==> config.mk <==
export PLATFORM = sky130hd
export DESIGN_NAME = flag_byte_word_packer
export DESIGN_NICKNAME = d
export VERILOG_FILES = /design/src/design/fbwp_pkg.sv /design/src/design/fbwp_ctrl.sv /design/src/design/fbwp_dp.sv /design/src/design/flag_byte_word_packer.sv
export VERILOG_INCLUDE_DIRS = /design/src /design/src/design
export SDC_FILE = /design/constraint.sdc
export NUM_CORES = 1
export LEC_CHECK = 0
export BUFFER_PORTS_ARGS = -buffer_cell sky130_fd_sc_hd__buf_4
export CAP_MARGIN = 10
export CORE_AREA = 2 2 152 154
export CTS_CLUSTER_SIZE = 16
export DETAILED_ROUTE_END_ITERATION = 8
export DIE_AREA = 0 0 154 156
export GPL_ROUTABILITY_DRIVEN = 0
export PLACE_DENSITY = 0.59
export SYNTH_ARGS = -nofsm -noshare
export SYNTH_HDL_FRONTEND = slang
export SYNTH_SLANG_ARGS = --single-unit
==> constraint.sdc <==
create_clock -name clk -period 3.77 [get_ports clk]
set_input_delay 0.377 -clock clk [delete_from_list [all_inputs] [get_ports clk]]
set_output_delay 0.377 -clock clk [all_outputs]
set_load 0.05 [all_outputs]
==> src/design/flag_byte_word_packer_defines.svh <==
// Assertion macros shared by the flag byte word packer modules.
`ifndef FLAG_BYTE_WORD_PACKER_DEFINES_SVH
`define FLAG_BYTE_WORD_PACKER_DEFINES_SVH

`ifndef SYNTHESIS

// The condition must never hold.
`define FBWP_ASSERT_NEVER(lbl, expr) \
	lbl: assert property (@(posedge clk) disable iff (!arst_n) !(expr)) \
		else $error("fbwp: forbidden condition seen");

// The consequent must hold in the same cycle as the antecedent.
`define FBWP_ASSERT_IMP(lbl, ante, cons) \
	lbl: assert property (@(posedge clk) disable iff (!arst_n) (ante) |-> (cons)) \
		else $error("fbwp: same-cycle implication failed");

// The consequent must hold in the cycle after the antecedent.
`define FBWP_ASSERT_NXT(lbl, ante, cons) \
	lbl: assert property (@(posedge clk) disable iff (!arst_n) (ante) |=> (cons)) \
		else $error("fbwp: next-cycle implication failed");

`else

`define FBWP_ASSERT_NEVER(lbl, expr)
`define FBWP_ASSERT_IMP(lbl, ante, cons)
`define FBWP_ASSERT_NXT(lbl, ante, cons)

`endif

`endif

==> src/design/fbwp_pkg.sv <==
// Shared types and constants for the flag byte word packer.
`timescale 1ns / 1ps

package fbwp_pkg;

	localparam int GROUP_SIZE_DEF = 8;
	localparam int LEN_W          = 12;
	localparam logic [LEN_W-1:0] LEN_MAX = {LEN_W{1'b1}};

	typedef struct packed {
		logic [15:0] word_in;
		logic        word_last;
	} in_word_t;

	typedef struct packed {
		logic [7:0]       out_byte;
		logic             is_length;
		logic [LEN_W-1:0] kept_length;
		logic             out_last;
	} out_word_t;

	// Source of the byte produced by an emit command.
	typedef enum logic [2:0] {
		SRC_HDR,
		SRC_FLAG,
		SRC_LO,
		SRC_HI,
		SRC_LEN
	} src_t;

	typedef struct packed {
		logic load;        // store the accepted word
		logic emit;        // load the output register
		src_t src;
		logic word_next;   // advance to next buffered word
		logic group_done;  // group fully emitted, clear it
	} cmd_t;

	typedef struct packed {
		logic hdr_done;
		logic hdr_last;    // last header byte is up next
		logic flush_now;   // incoming word closes a group
		logic flush_q;     // accepted word closed a group
		logic last_q;      // accepted word ended the stream
		logic hi_nz;       // current word has a nonzero high byte
		logic word_end;    // current word is the last in the group
		logic out_free;    // output register can take a word
	} sts_t;

endpackage

==> src/design/fbwp_ctrl.sv <==
// Sequencing state machine for the flag byte word packer.
`timescale 1ns / 1ps
`include "flag_byte_word_packer_defines.svh"

module fbwp_ctrl (
	input  logic          clk,
	input  logic          arst_n,
	input  logic          in_valid,
	output logic          in_stall,
	output logic          cfg_ready,
	input  fbwp_pkg::sts_t sts,
	output fbwp_pkg::cmd_t cmd
);
	import fbwp_pkg::*;

	typedef enum logic [2:0] {
		S_IDLE,
		S_HDR,
		S_FLAG,
		S_LO,
		S_HI,
		S_LEN
	} state_t;

	state_t state_q;
	state_t state_nxt;

	always_comb begin
		cmd       = '0;
		cmd.src   = SRC_HDR;
		state_nxt = state_q;
		case (state_q)
			S_IDLE: begin
				if (in_valid) begin
					cmd.load = 1'b1;
					if (!sts.hdr_done) begin
						state_nxt = S_HDR;
					end else if (sts.flush_now) begin
						state_nxt = S_FLAG;
					end
				end
			end
			S_HDR: begin
				if (sts.out_free) begin
					cmd.emit = 1'b1;
					cmd.src  = SRC_HDR;
					if (sts.hdr_last) begin
						state_nxt = sts.flush_q ? S_FLAG : S_IDLE;
					end
				end
			end
			S_FLAG: begin
				if (sts.out_free) begin
					cmd.emit  = 1'b1;
					cmd.src   = SRC_FLAG;
					state_nxt = S_LO;
				end
			end
			S_LO, S_HI: begin
				if (sts.out_free) begin
					cmd.emit = 1'b1;
					cmd.src  = (state_q == S_LO) ? SRC_LO : SRC_HI;
					if (state_q == S_LO && sts.hi_nz) begin
						state_nxt = S_HI;
					end else if (sts.word_end) begin
						cmd.group_done = 1'b1;
						state_nxt      = sts.last_q ? S_LEN : S_IDLE;
					end else begin
						cmd.word_next = 1'b1;
						state_nxt     = S_LO;
					end
				end
			end
			S_LEN: begin
				if (sts.out_free) begin
					cmd.emit  = 1'b1;
					cmd.src   = SRC_LEN;
					state_nxt = S_IDLE;
				end
			end
			default: begin
				state_nxt = S_IDLE;
			end
		endcase
	end

	always_ff @(posedge clk or negedge arst_n) begin
		if (!arst_n) begin
			state_q <= S_IDLE;
		end else begin
			state_q <= state_nxt;
		end
	end

	assign in_stall  = (state_q != S_IDLE);
	assign cfg_ready = (state_q == S_IDLE);

	`FBWP_ASSERT_NXT(a_hdr_first, cmd.load && !sts.hdr_done, state_q == S_HDR)
	`FBWP_ASSERT_IMP(a_len_only_last, state_q == S_LEN, sts.last_q)
	`FBWP_ASSERT_IMP(a_hi_needs_nz, state_q == S_HI, sts.hi_nz)
	`FBWP_ASSERT_NXT(a_flag_then_lo, cmd.emit && cmd.src == SRC_FLAG, state_q == S_LO)

endmodule

==> src/design/fbwp_dp.sv <==
// Datapath of the flag byte word packer: group buffer, counters, output register.
`timescale 1ns / 1ps
`include "flag_byte_word_packer_defines.svh"

module fbwp_dp #(
	parameter int GROUP_SIZE = fbwp_pkg::GROUP_SIZE_DEF
) (
	input  logic               clk,
	input  logic               arst_n,
	input  fbwp_pkg::in_word_t in_data,
	input  logic               cfg_valid,
	input  logic               cfg_ready,
	input  logic [31:0]        cfg_data,
	input  logic               out_stall,
	output logic               out_valid,
	output fbwp_pkg::out_word_t out_data,
	input  fbwp_pkg::cmd_t     cmd,
	output fbwp_pkg::sts_t     sts
);
	import fbwp_pkg::*;

	localparam int IDX_W = $clog2(GROUP_SIZE);
	localparam int CNT_W = $clog2(GROUP_SIZE + 1);

	logic [15:0]           buf_q [GROUP_SIZE];
	logic [CNT_W-1:0]      cnt_q;
	logic [IDX_W-1:0]      idx_q;
	logic [GROUP_SIZE-1:0] flag_q;
	logic [1:0]            hdr_idx_q;
	logic                  hdr_done_q;
	logic                  flush_q;
	logic                  last_q;
	logic [LEN_W-1:0]      bytes_q;
	logic [LEN_W-1:0]      lnz_q;
	logic [31:0]           magic_q;
	logic                  out_valid_q;
	out_word_t             out_data_q;

	logic [15:0]      cur_word;
	logic [31:0]      hdr_shift;
	logic [7:0]       byte_val;
	logic [LEN_W-1:0] bytes_nxt;
	out_word_t        out_nxt;

	assign cur_word  = buf_q[idx_q];
	// MSB first: byte 0 of the header is magic[31:24]
	assign hdr_shift = magic_q >> {~hdr_idx_q, 3'b000};
	assign bytes_nxt = (bytes_q == LEN_MAX) ? bytes_q : bytes_q + LEN_W'(1);

	always_comb begin
		case (cmd.src)
			SRC_HDR:  byte_val = hdr_shift[7:0];
			SRC_FLAG: byte_val = 8'(flag_q);
			SRC_LO:   byte_val = cur_word[7:0];
			SRC_HI:   byte_val = cur_word[15:8];
			default:  byte_val = 8'h00;
		endcase
		out_nxt          = '0;
		out_nxt.out_byte = byte_val;
		if (cmd.src == SRC_LEN) begin
			out_nxt.is_length   = 1'b1;
			out_nxt.kept_length = lnz_q;
			out_nxt.out_last    = 1'b1;
		end
	end

	// group buffer: written only for words of the current group
	always_ff @(posedge clk) begin
		if (cmd.load) begin
			buf_q[cnt_q[IDX_W-1:0]] <= in_data.word_in;
		end
	end

	always_ff @(posedge clk) begin
		if (cmd.emit) begin
			out_data_q <= out_nxt;
		end
	end

	always_ff @(posedge clk or negedge arst_n) begin
		if (!arst_n) begin
			cnt_q       <= '0;
			idx_q       <= '0;
			flag_q      <= '0;
			hdr_idx_q   <= '0;
			hdr_done_q  <= 1'b0;
			flush_q     <= 1'b0;
			last_q      <= 1'b0;
			bytes_q     <= '0;
			lnz_q       <= '0;
			magic_q     <= '0;
			out_valid_q <= 1'b0;
		end else begin
			if (cfg_valid && cfg_ready) begin
				magic_q <= cfg_data;
			end
			if (cmd.load) begin
				cnt_q                     <= cnt_q + CNT_W'(1);
				flag_q[cnt_q[IDX_W-1:0]]  <= |in_data.word_in[15:8];
				flush_q                   <= sts.flush_now;
				last_q                    <= in_data.word_last;
			end
			if (cmd.word_next) begin
				idx_q <= idx_q + IDX_W'(1);
			end
			if (cmd.group_done) begin
				cnt_q  <= '0;
				idx_q  <= '0;
				flag_q <= '0;
			end
			if (cmd.emit) begin
				out_valid_q <= 1'b1;
				if (cmd.src == SRC_LEN) begin
					hdr_done_q <= 1'b0;
					bytes_q    <= '0;
					lnz_q      <= '0;
				end else begin
					bytes_q <= bytes_nxt;
					if (byte_val != 8'h00) begin
						lnz_q <= bytes_nxt;
					end
				end
				if (cmd.src == SRC_HDR) begin
					hdr_idx_q <= hdr_idx_q + 2'd1;
					if (hdr_idx_q == 2'd3) begin
						hdr_done_q <= 1'b1;
					end
				end
			end else if (!out_stall) begin
				out_valid_q <= 1'b0;
			end
		end
	end

	always_comb begin
		sts           = '0;
		sts.hdr_done  = hdr_done_q;
		sts.hdr_last  = (hdr_idx_q == 2'd3);
		sts.flush_now = (cnt_q == CNT_W'(GROUP_SIZE - 1)) || in_data.word_last;
		sts.flush_q   = flush_q;
		sts.last_q    = last_q;
		sts.hi_nz     = |cur_word[15:8];
		sts.word_end  = ((CNT_W'(idx_q) + CNT_W'(1)) == cnt_q);
		sts.out_free  = !out_valid_q || !out_stall;
	end

	assign out_valid = out_valid_q;
	assign out_data  = out_data_q;

	`FBWP_ASSERT_NEVER(a_cnt_range, cnt_q > CNT_W'(GROUP_SIZE))
	`FBWP_ASSERT_NEVER(a_lnz_le_bytes, lnz_q > bytes_q)

endmodule

==> src/design/flag_byte_word_packer.sv <==
// Top level of the flag byte word packer: controller plus datapath.
`timescale 1ns / 1ps

//  channel | dir | handshake            | word
//  --------+-----+----------------------+---------------------------------------------
//  in      | in  | in_valid / in_stall  | in_data: word_in[15:0], word_last
//  out     | out | out_valid / out_stall| out_data: out_byte, is_length, kept_length,
//          |     |                      |           out_last
//  cfg     | in  | cfg_valid / cfg_ready| cfg_data[31:0] -> magic_word
//
// Flow: a word that produces no output is accepted without leaving idle, and the next
//   word can follow right away. A word that produces output is accepted first, then
//   its bytes leave one by one through the single output register, held by out_stall
//   (up to 4 header + 1 flag + 16 data + 1 length words at the default GROUP_SIZE).
// Reset: arst_n clears the sequencer, counters, magic word and output valid;
//   the GROUP_SIZE-entry group buffer is not cleared, only written entries are read.
// Stalls: out_stall holds the output register and freezes the sequencer;
//   in_stall is high whenever the sequencer is busy emitting.
// Config: cfg_ready is high only while idle.

module flag_byte_word_packer #(
	parameter int GROUP_SIZE = fbwp_pkg::GROUP_SIZE_DEF
) (
	input  logic                clk,
	input  logic                arst_n,
	input  logic                in_valid,
	output logic                in_stall,
	input  fbwp_pkg::in_word_t  in_data,
	output logic                out_valid,
	input  logic                out_stall,
	output fbwp_pkg::out_word_t out_data,
	input  logic                cfg_valid,
	output logic                cfg_ready,
	input  logic [31:0]         cfg_data
);
	import fbwp_pkg::*;

	cmd_t cmd;  // controller -> datapath
	sts_t sts;  // datapath -> controller

	// sequencer: header, flag byte, low/high bytes, closing length word
	fbwp_ctrl u_ctrl (
		.clk       (clk),
		.arst_n    (arst_n),
		.in_valid  (in_valid),
		.in_stall  (in_stall),
		.cfg_ready (cfg_ready),
		.sts       (sts),
		.cmd       (cmd)
	);

	// buffer, flag bits, byte counters and the output register
	fbwp_dp #(
		.GROUP_SIZE (GROUP_SIZE)
	) u_dp (
		.clk       (clk),
		.arst_n    (arst_n),
		.in_data   (in_data),
		.cfg_valid (cfg_valid),
		.cfg_ready (cfg_ready),
		.cfg_data  (cfg_data),
		.out_stall (out_stall),
		.out_valid (out_valid),
		.out_data  (out_data),
		.cmd       (cmd),
		.sts       (sts)
	);

endmodule
Word-level counts from Yosys, hierarchy flattened
Memories as Yosys holds them, arrays and structs flattened.
Cells that the tools add are included.
- flip-flop bits (word level): 102
- RAM bits: 128
- input bits: 54
- output and inout bits: 25
- logic and storage cells: 114
- memories kept: 1
- memories (name ; words ; width ; rd ports ; clocked after memory_dff ; write ports ; RTL line ; source):
    u_dp.buf_q ; 8 ; 16 ; 1 ; 0 ; 1 ; fbwp_dp.sv:25 ; logic [15:0] buf_q [GROUP_SIZE];
- add/subtract/negate cells: 5
- magnitude comparators: 2
- equal/unequal tests: 21
- shift operators: 1
- muxes and demuxes: 47
- bitwise logic cells: 1
- reductions and logical operators: 20
- operators with widths (operator ; number):
    two-way mux 12 bit ; 4
    two-way mux 3 bit ; 13
    case mux 8 bit (4 select lines) ; 1
    right shift 32 x 5 -> 8 bit ; 1
    two-way mux 4 bit ; 5
    two-way mux 8 bit ; 2
    case mux 4 bit (4 select lines) ; 1
    OR reduction 8 bit ; 2
    case mux 3 bit (5 select lines) ; 1
    two-way mux 14 bit ; 1
    two-way mux 1 bit ; 13
    adder 12 x 1 -> 12 bit (second input constant) ; 1
    == test 12 bit (second input constant) ; 1
    == test 3 x 2 -> 1 bit (second input constant) ; 4
    != test 2 bit (second input constant) ; 6
    == test 3 bit (second input constant) ; 3
    bitwise mux 8 bit ; 1
    nonzero test 8 bit ; 1
    AND reduction 7 bit ; 1
    == test 3 x 1 -> 1 bit (second input constant) ; 2
    logical NOT 3 bit ; 2
    two-way mux 2 bit ; 3
    two-way mux 6 bit ; 1
    nonzero test 2 bit ; 3
    other kinds (19) ; 24

Logic depth before layout (Yosys ltp)
- depth after elaboration: 11
- depth in mapped cells: 11
- depth with buffers taken out: 8

Modules after synthesis
From an unflattened synthesis, not the netlist that was laid out.
- cell total of the unflattened synthesis: 682
- area total of the unflattened synthesis: 9992.1 sq um
- modules (own cells, without submodules) (module ; instances ; cells each ; area each (sq um) ; seq. area each (sq um)):
    fbwp_dp ; 1 ; 638 ; 9633.0 ; 6401.1
    fbwp_ctrl ; 1 ; 44 ; 359.1 ; 75.1

Least setup slack after synthesis
No wires, ideal clock.
- path type: register to register
- start point: reg u_ctrl.state_q[0]
- end point: reg u_dp.flag_q[0]
- library setup time: 0.119 ns
- arrival time: 4.024 ns
- required time: 3.651 ns
- slack: -0.373 ns
- cell stages (with the launch flop): 9
- path buffers: 2
- clock period less this slack: 4.143 ns
- cell sequence: dfrtp_1 clkbuf_1 nor3_1 and2_1 nand2b_1 clkbuf_1 nor3_1 mux2i_1 nor2_1
- elaborated cells on any way between the ends: 11
- those cells by class: 2 x eq/ne; 5 x mux; 4 x reduce/logical
- RTL lines (item ; RTL line ; source):
    start: declaration ; fbwp_ctrl.sv:25 ; state_t state_q;
    start signal: assignment ; fbwp_ctrl.sv:91 ; state_q <= state_nxt;
    logical NOT 3 bit ; -- ;
    net cfg_ready ; flag_byte_word_packer.sv:33 ; output logic cfg_ready,
    two-way mux 1 bit ; fbwp_ctrl.sv:32 ; case (state_q)
    nonzero test 2 bit (no line) ; -- ;
    end signal: indexed assignment ; fbwp_dp.sv:99 ; flag_q[cnt_q[IDX_W-1:0]] <= |in_data.word_in[15:8];
    end: declaration ; fbwp_dp.sv:28 ; logic [GROUP_SIZE-1:0] flag_q;
The timed path passes the listed nets, and every way through them passes these cells.
A chain may end at the register's enable or synchronous reset.

Worst setup path after layout
- start point: reg u_dp.idx_q[0]
- end point: reg u_dp.lnz_q[1]
- longest elaborated chain between the ends: 5
- ends and longest elaborated chain (item ; RTL line ; source):
    start: declaration ; fbwp_dp.sv:27 ; logic [IDX_W-1:0] idx_q;
    start signal: assignment ; fbwp_dp.sv:104 ; idx_q <= idx_q + IDX_W'(1);
    memory read (8 x 16 bit) ; -- ;
    case mux 8 bit (4 select lines) ; fbwp_dp.sv:51 ; case (cmd.src)
    net u_dp.byte_val[4] ; fbwp_dp.sv:41 ; logic [7:0] byte_val;
    nonzero test 8 bit ; fbwp_dp.sv:119 ; if (byte_val != 8'h00) begin
    nonzero test 2 bit (no line) ; -- ;
    AND reduction 2 bit (no line) ; -- ;
    end signal: assignment ; fbwp_dp.sv:120 ; lnz_q <= bytes_nxt;
    end: declaration ; fbwp_dp.sv:34 ; logic [LEN_W-1:0] lnz_q;
The timed path passes the listed nets, and every way through them passes these cells.

==> results.md <==
- Status: complete, no violations
- Startpoint types: flip-flop
- Worst setup path start: u_dp.idx_q[0]
- Netlist cell types: 53
- Sw Ratio: 0.3547
- DR vias: about 5600
- Clk_skew: approximately 0.011 ns
- # port buffers: between 70 and 80
- Post-CTS resize count: 0
- Drt total wl: around 21 mm
- Crit-path leading delay family: multiplexers
- Crit path required time: about 4.2 ns
- Syn_area_per_cell: about 16 um2
- Slowest stage cell on the critical path: dfrtp_2
- Fmax: 288.8 MHz
- Ports: a little under 80
- Routed WL per cell: roughly 21 um
- Switch Pwr: around 3.5 mW
- RSZ-0062 raised after global routing: no
- Setup CP Type: reg2reg
- Num rows: 55
- Multi-input logic area: 0.003037 mm2
- Setup Buffers After CTS: 0
- Post-DP Area: 0.01065 mm2
- Vias in the first global route: between 5000 and 6000
- Total CTS buffers: 25
- GR Overflow Total: 0
- Power share of the sequential group: 0.400
- Clock-pin slew on the worst setup and hold paths: roughly 0.06 ns
- Post-synthesis async set-or-reset flop share: 0.3493
- Area grow syn2layout: 17.75%
- Fraction of layout cells with a size suffix above 1: 0.3048
- CTS Hold Bufs: 0
- DRT antenna net count: 0
- NumNets Final: 775
- Worst-path cell chain: mux4_2 > mux2_2 > a222oi_1 > o21ai_0 > nor4_1 > a31o_2 > mux2_2
- Clock share of power: 0.241
- Final Hold Viols: 0
- Fin Hold WS: about 0.033 ns
- TNS Setup: 0 ns
- Post-route cell area: roughly 0.011 mm2
- Initial DRT Pass Iterations: 5
- First-pass GRT wire length: around 33 mm
- Syn nets: roughly 680
- Root buf cell: clkbuf_16
- Clk_lat worst skew: ~0.53 ns
- Final setup vio count: 0
- Die height: about 160 um
- Number of synthesized flops with an enable pin: around 150
- Post-route setup slack: approximately 0.3 ns
- Worst-path maximum fanout: 15
- FF+latch area: about 0.0065 mm2
- Hold Crit Class: in2async
- Ys Warns: 0
- MaxCap Viol Count: 0
- Vias per cell: 5.486
- Top FF cell, synth: edfxtp_1
- Initial core utilization: 0.4343
- Pre-CTS setup slack: about 0.32 ns
- GRT Total Usage: 0.1794
- Max_slew headroom: 0.3096
- Post-Syn Instances: 626
- Delay of the slowest cell on the worst path: around 0.7 ns
- Min Clock Period, post-route: between 3 and 4 ns
- Die width: between 150 and 200 um
- Buf/Inv on CP: 0
- Iter 0 DRT Violations: around 330
- Slew Limit Fails: 0
- H-tree levels: 1
- Drt drc: 0
- Power per cell area: between 800 and 900 mW/mm2
- R2r startpoint: u_dp.idx_q[0]
- Pint: ~6.3 mW
- Full die area: approximately 0.024 mm2
- Synthesized flop and latch total: approximately 230
- Critical Path AT: 3.88 ns
- Final-layout fill cell count: 1878
- Critical path endpoint category: flip-flop
- CTS tree: built
- Leakage dissipation: 4.190 nW
- Clock Sinks: around 230
- Worst slew pin tran: around 1.0 ns
- Initial antenna violation count: 0
- Core Box Area: 0.02237 mm2
- Combinational share of power: 0.359
- Fin crit share: 0.9186
- Register area share after synthesis: 0.6667
- Max VDD drop: 432.1 uV
- Mapped Area: 0.009714 mm2
- Number of diodes: 0
- Crit path top cell by count: mux2_2
- Half-perimeter wire length after placement: approximately 14 mm
- Core Util, Final: 0.5114
- Largest net degree at the start of global routing: 81
- CTS max path bufs: 3
[synthesized netlist by cell type, drive strengths merged (2+ instances only)]
cell type,count,area share
ha,4,0.0052
a22oi,5,0.0039
nor4,6,0.0045
xor2,11,0.0099
clkbuf,13,0.0050
nor3,21,0.011
mux4,38,0.088
a211oi,2,0.0015
buf,21,0.013
nor2,46,0.018
o21ai,16,0.0082
a222oi,3,0.0031
nand3,8,0.0041
nand3b,3,0.0023
nand2b,8,0.0052
o31ai,7,0.0059
o211ai,5,0.0039
and2,15,0.0097
edfxtp,149,0.46
a21oi,12,0.0062
nand4,7,0.0045
a31oi,4,0.0026
dfrtp,80,0.21
nand2,40,0.016
inv,11,0.0043
mux2,51,0.059
xnor2,6,0.0054
o221ai,2,0.0018
mux2i,17,0.018
[power by group through the flow]
stage	logic, mW	registers [mW]	clock network, mW
after floorplan	2.39	4.02	0
after global placement	3.45	3.90	0
after detailed placement	3.51	3.94	0
after CTS	3.53	3.89	2.41
after global routing	3.77	3.98	2.51
final	3.49	3.89	2.35
[registers in the layout (all words and copies together) (netlist names), 2 cells and up]
signal          cells
u_dp.flag_q         8
u_dp.magic_q       32
u_dp.out_data      21
u_dp.idx_q          3
u_dp.cnt_q          4
u_ctrl.state_q      3
u_dp.buf_q        128
u_dp.hdr_idx_q      2
u_dp.bytes_q       12
u_dp.lnz_q         12
[through the flow]
| stage | total power, mW | std cells |
|---|---|---|
| final | 9.727 | 1020 |
| after global routing | 10.26 | 1020 |
| after CTS | 9.828 | 1020 |
| after detailed placement | 7.450 | 975 |
| after global placement | 7.348 | 975 |
| after floorplan | 6.410 | 626 |
[path summary, 6_finish.rpt]
check                                         to  slack, ns  depth (start not counted)
worst max-delay path               u_dp.lnz_q[1]       0.31                          7
worst min-delay path            u_dp.magic_q[25]       0.03                          1
max in group asynchronous          u_dp.idx_q[0]       3.02                          1
worst max register to register     u_dp.lnz_q[1]       0.31                          7
min in group clk                u_dp.buf_q[7][4]       0.07                          1
worst min register to register     u_dp.lnz_q[4]       0.48                          1
[worst register-to-register path, cell delays in order, from the launching register on]
cell and delay (ns):
dfrtp_2 0.70, mux4_2 0.58, mux2_2 0.31, a222oi_1 0.39, o21ai_0 0.24, nor4_1 0.31, a31o_2 0.45, mux2_2 0.38
[kinds of logic (layout without fill, tap and decap cells)]
group,after synthesis,after routing,share of synthesized area
muxes,106,106,0.1647
xor gates and xnor gates,17,17,0.01533
adders and majority gates,4,4,0.005152
buffers and inverters,45,154,0.02228
DFF,229,229,0.6667
and+or+nand+nor,158,158,0.07793
AOI/OAI and AO/OA,67,67,0.04791
[layout make-up]
| type | count | share of cell area |
|---|---|---|
| Tap cell | 285 | 0.03117 |
| Multi-Input combinational cell | 352 | 0.2655 |
| Inverter | 11 | 0.003610 |
| Sequential cell | 229 | 0.5663 |
| Timing Repair Buffer | 98 | 0.06432 |
| Clock buffer | 34 | 0.05852 |
| Clock inverter | 11 | 0.01061 |
[cell usage in the layout, fill, tap and decap left out, types with 3 or more instances in the layout]
cell	netlist	routed
mux4_2	38	38
nor3_1	21	18
mux2_2	43	43
inv_1	10	10
buf_4	3	98
ha_1	4	4
o21ai_0	15	15
a21oi_1	12	12
o31ai_1	6	6
nor3_2	0	3
edfxtp_1	149	149
nand4_1	7	7
clkinv_1	0	4
clkbuf_1	13	8
a22oi_1	5	5
clkbuf_16	0	25
mux2_1	8	8
a222oi_1	3	3
xor2_1	11	11
mux2i_1	17	17
nand3_1	8	8
nor2_1	46	46
dfrtp_1	80	79
o211ai_1	5	5
nor4_1	5	5
nand2b_1	8	8
nand3b_1	3	3
and2_1	15	15
xnor2_1	6	6
a31oi_1	4	4
nand2_1	39	39
[metal layers]
metal,vias to the layer above,GRT usage,routed length (um)
met5,-,0,0
met4,0,0.06453,673
met3,47,0.03333,1002
met2,136,0.2932,9929
met1,2837,0.2424,9337
li1,2576,-,-
No activity file was read; power rests on OpenSTA's default activity.
